## src/hdl/online_perceptron_trainer_macros.svh

```systemverilog
// ---------------------------------------------------------------------------
// online_perceptron_trainer_macros.svh
// Assertion helpers for the perceptron trainer. Both expect clk_i and rst_ni
// in scope. Compiled out when SYNTH is defined.
// ---------------------------------------------------------------------------
`ifndef ONLINE_PERCEPTRON_TRAINER_MACROS_SVH
`define ONLINE_PERCEPTRON_TRAINER_MACROS_SVH

`ifndef SYNTH
// same-cycle implication
`define OPT_ASSERT_NOW(lbl, ante, cons, msg) \
  lbl: assert property (@(posedge clk_i) disable iff (!rst_ni) (ante) |-> (cons)) \
    else $error(msg);
// next-cycle implication
`define OPT_ASSERT_NEXT(lbl, ante, cons, msg) \
  lbl: assert property (@(posedge clk_i) disable iff (!rst_ni) (ante) |=> (cons)) \
    else $error(msg);
`else
`define OPT_ASSERT_NOW(lbl, ante, cons, msg)
`define OPT_ASSERT_NEXT(lbl, ante, cons, msg)
`endif

`endif

```

## src/hdl/opt_pkg.sv

```systemverilog
// ---------------------------------------------------------------------------
// opt_pkg
// Shared widths, codes, chain types and saturation for the perceptron trainer.
// ---------------------------------------------------------------------------
`default_nettype none

package opt_pkg;

  localparam int DIM        = 8;
  localparam int NUM_FEAT   = 8;
  localparam int FEAT_W     = 16;
  localparam int W_W        = 32;
  localparam int FRAC_SH    = 8;
  localparam int LR_W       = 16;
  localparam int MODE_W     = 2;
  localparam int CMD_W      = 2;
  localparam int CFG_IDX_W  = 1;
  localparam int CFG_DATA_W = 16;
  localparam int ACC_W      = W_W + FEAT_W + $clog2(DIM + 1);
  localparam int SAT_W      = ACC_W - FRAC_SH;
  localparam int ERR_W      = W_W + 1;
  localparam int RP_W       = ERR_W + LR_W + 1;
  localparam int RE_W       = RP_W - LR_W;
  localparam int PROD_W     = RE_W + FEAT_W;
  localparam int STATE_W    = 3;

  localparam logic [LR_W-1:0]   LR_RESET   = LR_W'(655);
  localparam logic [W_W-1:0]    Q_ONE      = W_W'(65536);
  localparam logic [W_W-1:0]    Q_MINUS    = ~Q_ONE + W_W'(1);

  typedef enum logic [CMD_W-1:0] {
    CMD_RAW   = 2'd0,
    CMD_ACT   = 2'd1,
    CMD_TRAIN = 2'd2
  } cmd_e;

  typedef enum logic [MODE_W-1:0] {
    ACT_IDENTITY = 2'd0,
    ACT_STEP     = 2'd1,
    ACT_SIGN     = 2'd2
  } act_mode_e;

  typedef enum logic [CFG_IDX_W-1:0] {
    REG_LEARNING_RATE   = 1'b0,
    REG_ACTIVATION_MODE = 1'b1
  } cfg_reg_e;

  typedef enum logic [STATE_W-1:0] {
    S_IDLE,
    S_DOT,
    S_ACT,
    S_OUT,
    S_ERR,
    S_MUL,
    S_UPD
  } state_e;

  typedef struct packed {
    logic load;
    logic mul_upd;
    logic apply;
  } cell_ctrl_t;

  typedef struct packed {
    logic             tok;
    logic [ACC_W-1:0] sum;
  } link_t;

  function automatic logic [W_W-1:0] sat_w(input logic [SAT_W-1:0] v);
    logic [SAT_W-W_W:0] top;
    logic [W_W-1:0]     r;
    top = v[SAT_W-1:W_W-1];
    if (top == '0 || top == '1) begin
      r = v[W_W-1:0];
    end else if (v[SAT_W-1]) begin
      r = {1'b1, {(W_W-1){1'b0}}};
    end else begin
      r = {1'b0, {(W_W-1){1'b1}}};
    end
    return r;
  endfunction

endpackage

`default_nettype wire

```

## src/hdl/opt_cell.sv

```systemverilog
// ---------------------------------------------------------------------------
// opt_cell
// One weight of the perceptron: multiplies its weight or the scaled error by
// its feature, adds its product to the partial sum passing down the chain,
// and applies its saturating weight update.
// ---------------------------------------------------------------------------
`default_nettype none

module opt_cell (
  input  logic                                clk_i,
  input  logic                                rst_ni,
  input  opt_pkg::cell_ctrl_t                 ctrl_i,
  input  logic signed [opt_pkg::FEAT_W-1:0]   feature_i,
  input  logic signed [opt_pkg::RE_W-1:0]     re_i,
  input  opt_pkg::link_t                      link_i,
  output opt_pkg::link_t                      link_o
);
  import opt_pkg::*;

  logic signed [W_W-1:0]    w_q, w_d;
  logic signed [FEAT_W-1:0] feat_q;
  logic signed [PROD_W-1:0] prod_q, prod_d;
  logic signed [RE_W-1:0]   mul_a;
  logic signed [FEAT_W-1:0] mul_b;
  logic                     tok_q;
  logic [ACC_W-1:0]         sum_q;
  logic [SAT_W-1:0]         upd_sum;

  assign mul_a  = ctrl_i.load ? {{(RE_W-W_W){w_q[W_W-1]}}, w_q} : re_i;
  assign mul_b  = ctrl_i.load ? feature_i : feat_q;
  assign prod_d = mul_a * mul_b;

  // weight + floor(prod / 256)
  assign upd_sum = {{(SAT_W-W_W){w_q[W_W-1]}}, w_q}
                 + {{(SAT_W-PROD_W+FRAC_SH){prod_q[PROD_W-1]}}, prod_q[PROD_W-1:FRAC_SH]};

  always_comb begin
    w_d = w_q;
    if (ctrl_i.apply) begin
      w_d = sat_w(upd_sum);
    end
  end

  always_ff @(posedge clk_i or negedge rst_ni) begin
    if (!rst_ni) begin
      w_q   <= '0;
      tok_q <= 1'b0;
    end else begin
      w_q   <= w_d;
      tok_q <= link_i.tok;
    end
  end

  always_ff @(posedge clk_i) begin
    if (ctrl_i.load) begin
      feat_q <= feature_i;
    end
    if (ctrl_i.load || ctrl_i.mul_upd) begin
      prod_q <= prod_d;
    end
    if (link_i.tok) begin
      sum_q <= link_i.sum + {{(ACC_W-PROD_W){prod_q[PROD_W-1]}}, prod_q};
    end
  end

  assign link_o.tok = tok_q;
  assign link_o.sum = sum_q;

endmodule

`default_nettype wire

```

## config.mk

```make
export PLATFORM = sky130hd
export DESIGN_NAME = opt_cell
export DESIGN_NICKNAME = d
export VERILOG_FILES = /design/src/hdl/online_perceptron_trainer_macros.svh /design/src/hdl/opt_pkg.sv /design/src/hdl/opt_cell.sv
export SDC_FILE = /design/constraint.sdc
export NUM_CORES = 2
export LEC_CHECK = 0
export BUFFER_PORTS_ARGS = -buffer_cell sky130_fd_sc_hd__buf_4
export CAP_MARGIN = 20
export CORE_MARGIN = 2
export CORE_UTILIZATION = 45
export CTS_CLUSTER_DIAMETER = 100
export DETAILED_ROUTE_END_ITERATION = 10
export PLACE_DENSITY = 0.72
export SLEW_MARGIN = 5
export SYNTH_ARGS = -nofsm -noshare
export SYNTH_HDL_FRONTEND = slang
export SYNTH_SLANG_ARGS = --single-unit
export TNS_END_PERCENT = 100
```

## constraint.sdc

```tcl
create_clock -name clk_i -period 7.4 [get_ports clk_i]
set_input_delay 1.11 -clock clk_i [delete_from_list [all_inputs] [get_ports clk_i]]
set_output_delay 1.11 -clock clk_i [all_outputs]
set_load 0.02 [all_outputs]
```

==> run_results.csv <==
group,metric,value,unit
detailed_routing,wirelength,89520,um
sta,setup_ws,108.5,ps
sta,max_freq,137.1,MHz
worst_setup_path,rrSetupSlack,580,ps
synth,yosys-top-cells-count,"649 x inv_1, 516 x fa_1, 394 x nand2_1",
detailed_routing,vias,24348,
worst_setup_path,end_kind,"flop",
cts,cts.clk_slew.worst_paths,70,ps
grt,track_usage,0.2668,
synth,ys_ff_latch,151,
synth,ys_seq_area_frac,0.1439,
grt,grt_start_max_net_pins,54,
worst_setup_path,cp-start-kind,"input pin",
detailed_routing,postRouteAntennaNets,0,
sta,hold_viol_final,0,
synth,yosysTopAreaCellShare,0.3531,
place,pre_cts_slack,-857.3,ps
place,place_congestion,0.9564,
cts,cts_buffer_depth,2,
sta,finalSetupViolCount,0,
synth,synth_top_cell_by_area,"fa_1",
flow_run,max_cap_viol_count,0,
sta,setup_tns,0,ps
synth,syn_inst,3203,
cts,clock_sinks,151,
cts,ctsHoldBuffers,0,
floorplan,die_y,259.0,um
final_layout,area_growth,23.06,%
sta,worst_pin_slew,840.5,ps
synth,synth_area_leaders,"fa_1 35%, edfxtp_1 10%, ha_1 9.0%, inv_1 8.3%, nand2_1 5.1%",
sta,layout_min_cycle_time,7291,ps
detailed_routing,viasPerCell,5.367,
place,io_buffers,160,
sta,fin_skew,27.62,ps
synth,synth_cell_types,93,
cts,clockRootBuffer,"clkbuf_16",
place,hpwl,74480,um
run_status,status,"complete, no violations",
floorplan,pin_count,161,
sta,fin_crit_sh,0.9853,
detailed_routing,firstDrtPassIters,5,
worst_setup_path,cp_data_arrival_time,7500,ps
grt,grt_pass1_vias,24769,
sta,slew-limit-headroom,0.4390,
detailed_routing,first_iter_violations,1843,
synth,synth_most_common_cell,"inv_1",
detailed_routing,remaining_drc_errors,0,
sta,rsz0062_at_grt,"yes",
grt,use_met1,0.3652,
final_layout,final_cell_area,36000,um^2
final_layout,drive_gt1_frac,0.2105,
final_layout,diodes,0,
synth,synth-main-ff-cell,"edfxtp_1",
synth,synthesis.nets,4038,
grt,antenna_found_initial,1,
final_layout,layout.nets,4504,
final_layout,finalNonFillerCells,4537,
synth,yosysWarnings,0,
final_layout,multiInputGateArea,23030,um^2
grt,grt_use_met2,0.4216,
floorplan,die_x,259.0,um
sta,drv_slew,0,
floorplan,initial_core_util,0.4546,
worst_setup_path,crit_fanout,7,
final_layout,seqCellArea,4209,um^2
floorplan,die_area,67060,um^2
synth,syn_area,29250,um^2
hold_path,hold_class,"reg -> reg",
worst_setup_path,required,7610,ps
place,dpl-instance-area,34540,um^2
grt,grt_pass1_wl,137100,um
cts,cts_tree,"yes",
synth,synth-edff-count,102,
place,place_inst,4466,
worst_setup_path,criticalPathCategory,"in -> reg",
synth,syn_avg_cell_area,9.133,um^2
final_layout,n_fill_cell,5562,
synth,ys_async_sr_fraction,0.2185,
floorplan,rows,93,
detailed_routing,wl_per_cell,19.73,um
grt,grt_util_met3,0.06141,
cts,clk_latency,490,ps
cts,cts_max_level,4,
cts,cts_buffers,17,
worst_setup_path,worst_r2r_path_depth,25,
grt,grt-busiest-layer,"met2",
hold_path,hold_depth,1,
grt,grt-ovfl-total,0,
floorplan,core-area,64350,um^2
## final timing paths
check | endpoint | from
setup / recovery | prod_q[49] | ctrl_i[2]
hold / removal | sum_q[0] | prod_q[0]
setup reg to reg | prod_q[48] | w_q[8]
hold reg to reg | sum_q[0] | prod_q[0]
max in group asynchronous | w_q[3] | rst_ni
min in group asynchronous | w_q[19] | rst_ni
## cells in the final DEF, fill, tap and decap left out, drive strengths merged, types with 12 or more instances in the layout
| cell type | count |
|---|---|
| a211oi | 12 |
| a21o | 85 |
| a21oi | 146 |
| a2bb2oi | 20 |
| a31oi | 14 |
| and3 | 17 |
| buf | 535 |
| clkbuf | 21 |
| dfrtp | 33 |
| dfxtp | 16 |
| edfxtp | 102 |
| fa | 516 |
| ha | 211 |
| inv | 657 |
| mux2 | 32 |
| mux2i | 48 |
| nand2 | 394 |
| nand2b | 16 |
| nand3 | 23 |
| nand4 | 21 |
| nor2 | 315 |
| nor2b | 13 |
| nor3 | 16 |
| o211ai | 35 |
| o21a | 22 |
| o21ai | 75 |
| o21bai | 23 |
| xnor2 | 90 |
| xor2 | 43 |
## registers in the layout, summed over array words and instances (netlist names)
register  flops
feat_q       16
prod_q       50
sum_q        52
tok_q         1
w_q          32
## worst max-delay path, cell delays in order
cell	delay, ps
buf_16	160
mux2i_4	320
clkinv_4	100
buf_12	150
buf_4	150
buf_4	150
nand2_1	80
fa_1	460
fa_1	480
fa_1	560
inv_1	60
fa_1	520
fa_1	530
inv_1	50
fa_1	470
inv_1	60
ha_4	230
a21oi_1	140
o21bai_1	80
a21oi_1	160
o21ai_1	120
nor3_2	190
a21oi_4	100
a221o_1	390
a311oi_2	310
o21ai_1	140
a21oi_2	160
xnor2_1	70
## kinds of logic after synthesis
kind of cell / after synthesis / synth area share
simple gates: 860 / 0.1240
xor+xnor: 133 / 0.04034
compound gates: 506 / 0.1216
buf+inv: 746 / 0.09808
fa+ha+maj: 727 / 0.4434
mux: 80 / 0.02874
flops: 151 / 0.1439
## layout make-up
type,instances,area share
flip-flops and latches,151,0.1169
well taps,855,0.02972
clock inverters,14,0.003858
inverters,655,0.06879
clock buffers,18,0.01192
repair buffers,538,0.1290
multi-input cells,2306,0.6398
## what timing repair did
action	4_1_cts	5_1_grt
buffers inserted	1	33
setup endpoints to repair	14	14
pin swaps	3	49
hold endpoints to repair	0	0
gates cloned	1	3
resized for setup	13	103
## metal layers
| layer | part of all wire | vias to the layer above |
|---|---|---|
| met1 | 0.42 | 11987 |
| li1 | - | 11140 |
| met5 | 0 | - |
| met2 | 0.45 | 1068 |
| met4 | 0.036 | 0 |
| met3 | 0.091 | 153 |
## per-stage QoR
stage / hold slack, ps / util
floorplan: 493.4 / -
global placement: 523.5 / 0.5368
detailed placement: 538.2 / 0.5368
CTS: 556.7 / 0.5472
global route: 566.9 / 0.5594
finish: 547.5 / 0.5594
Power is not shown: default switching activity piles up to over one toggle a cycle in this logic, so the estimate is an artifact.
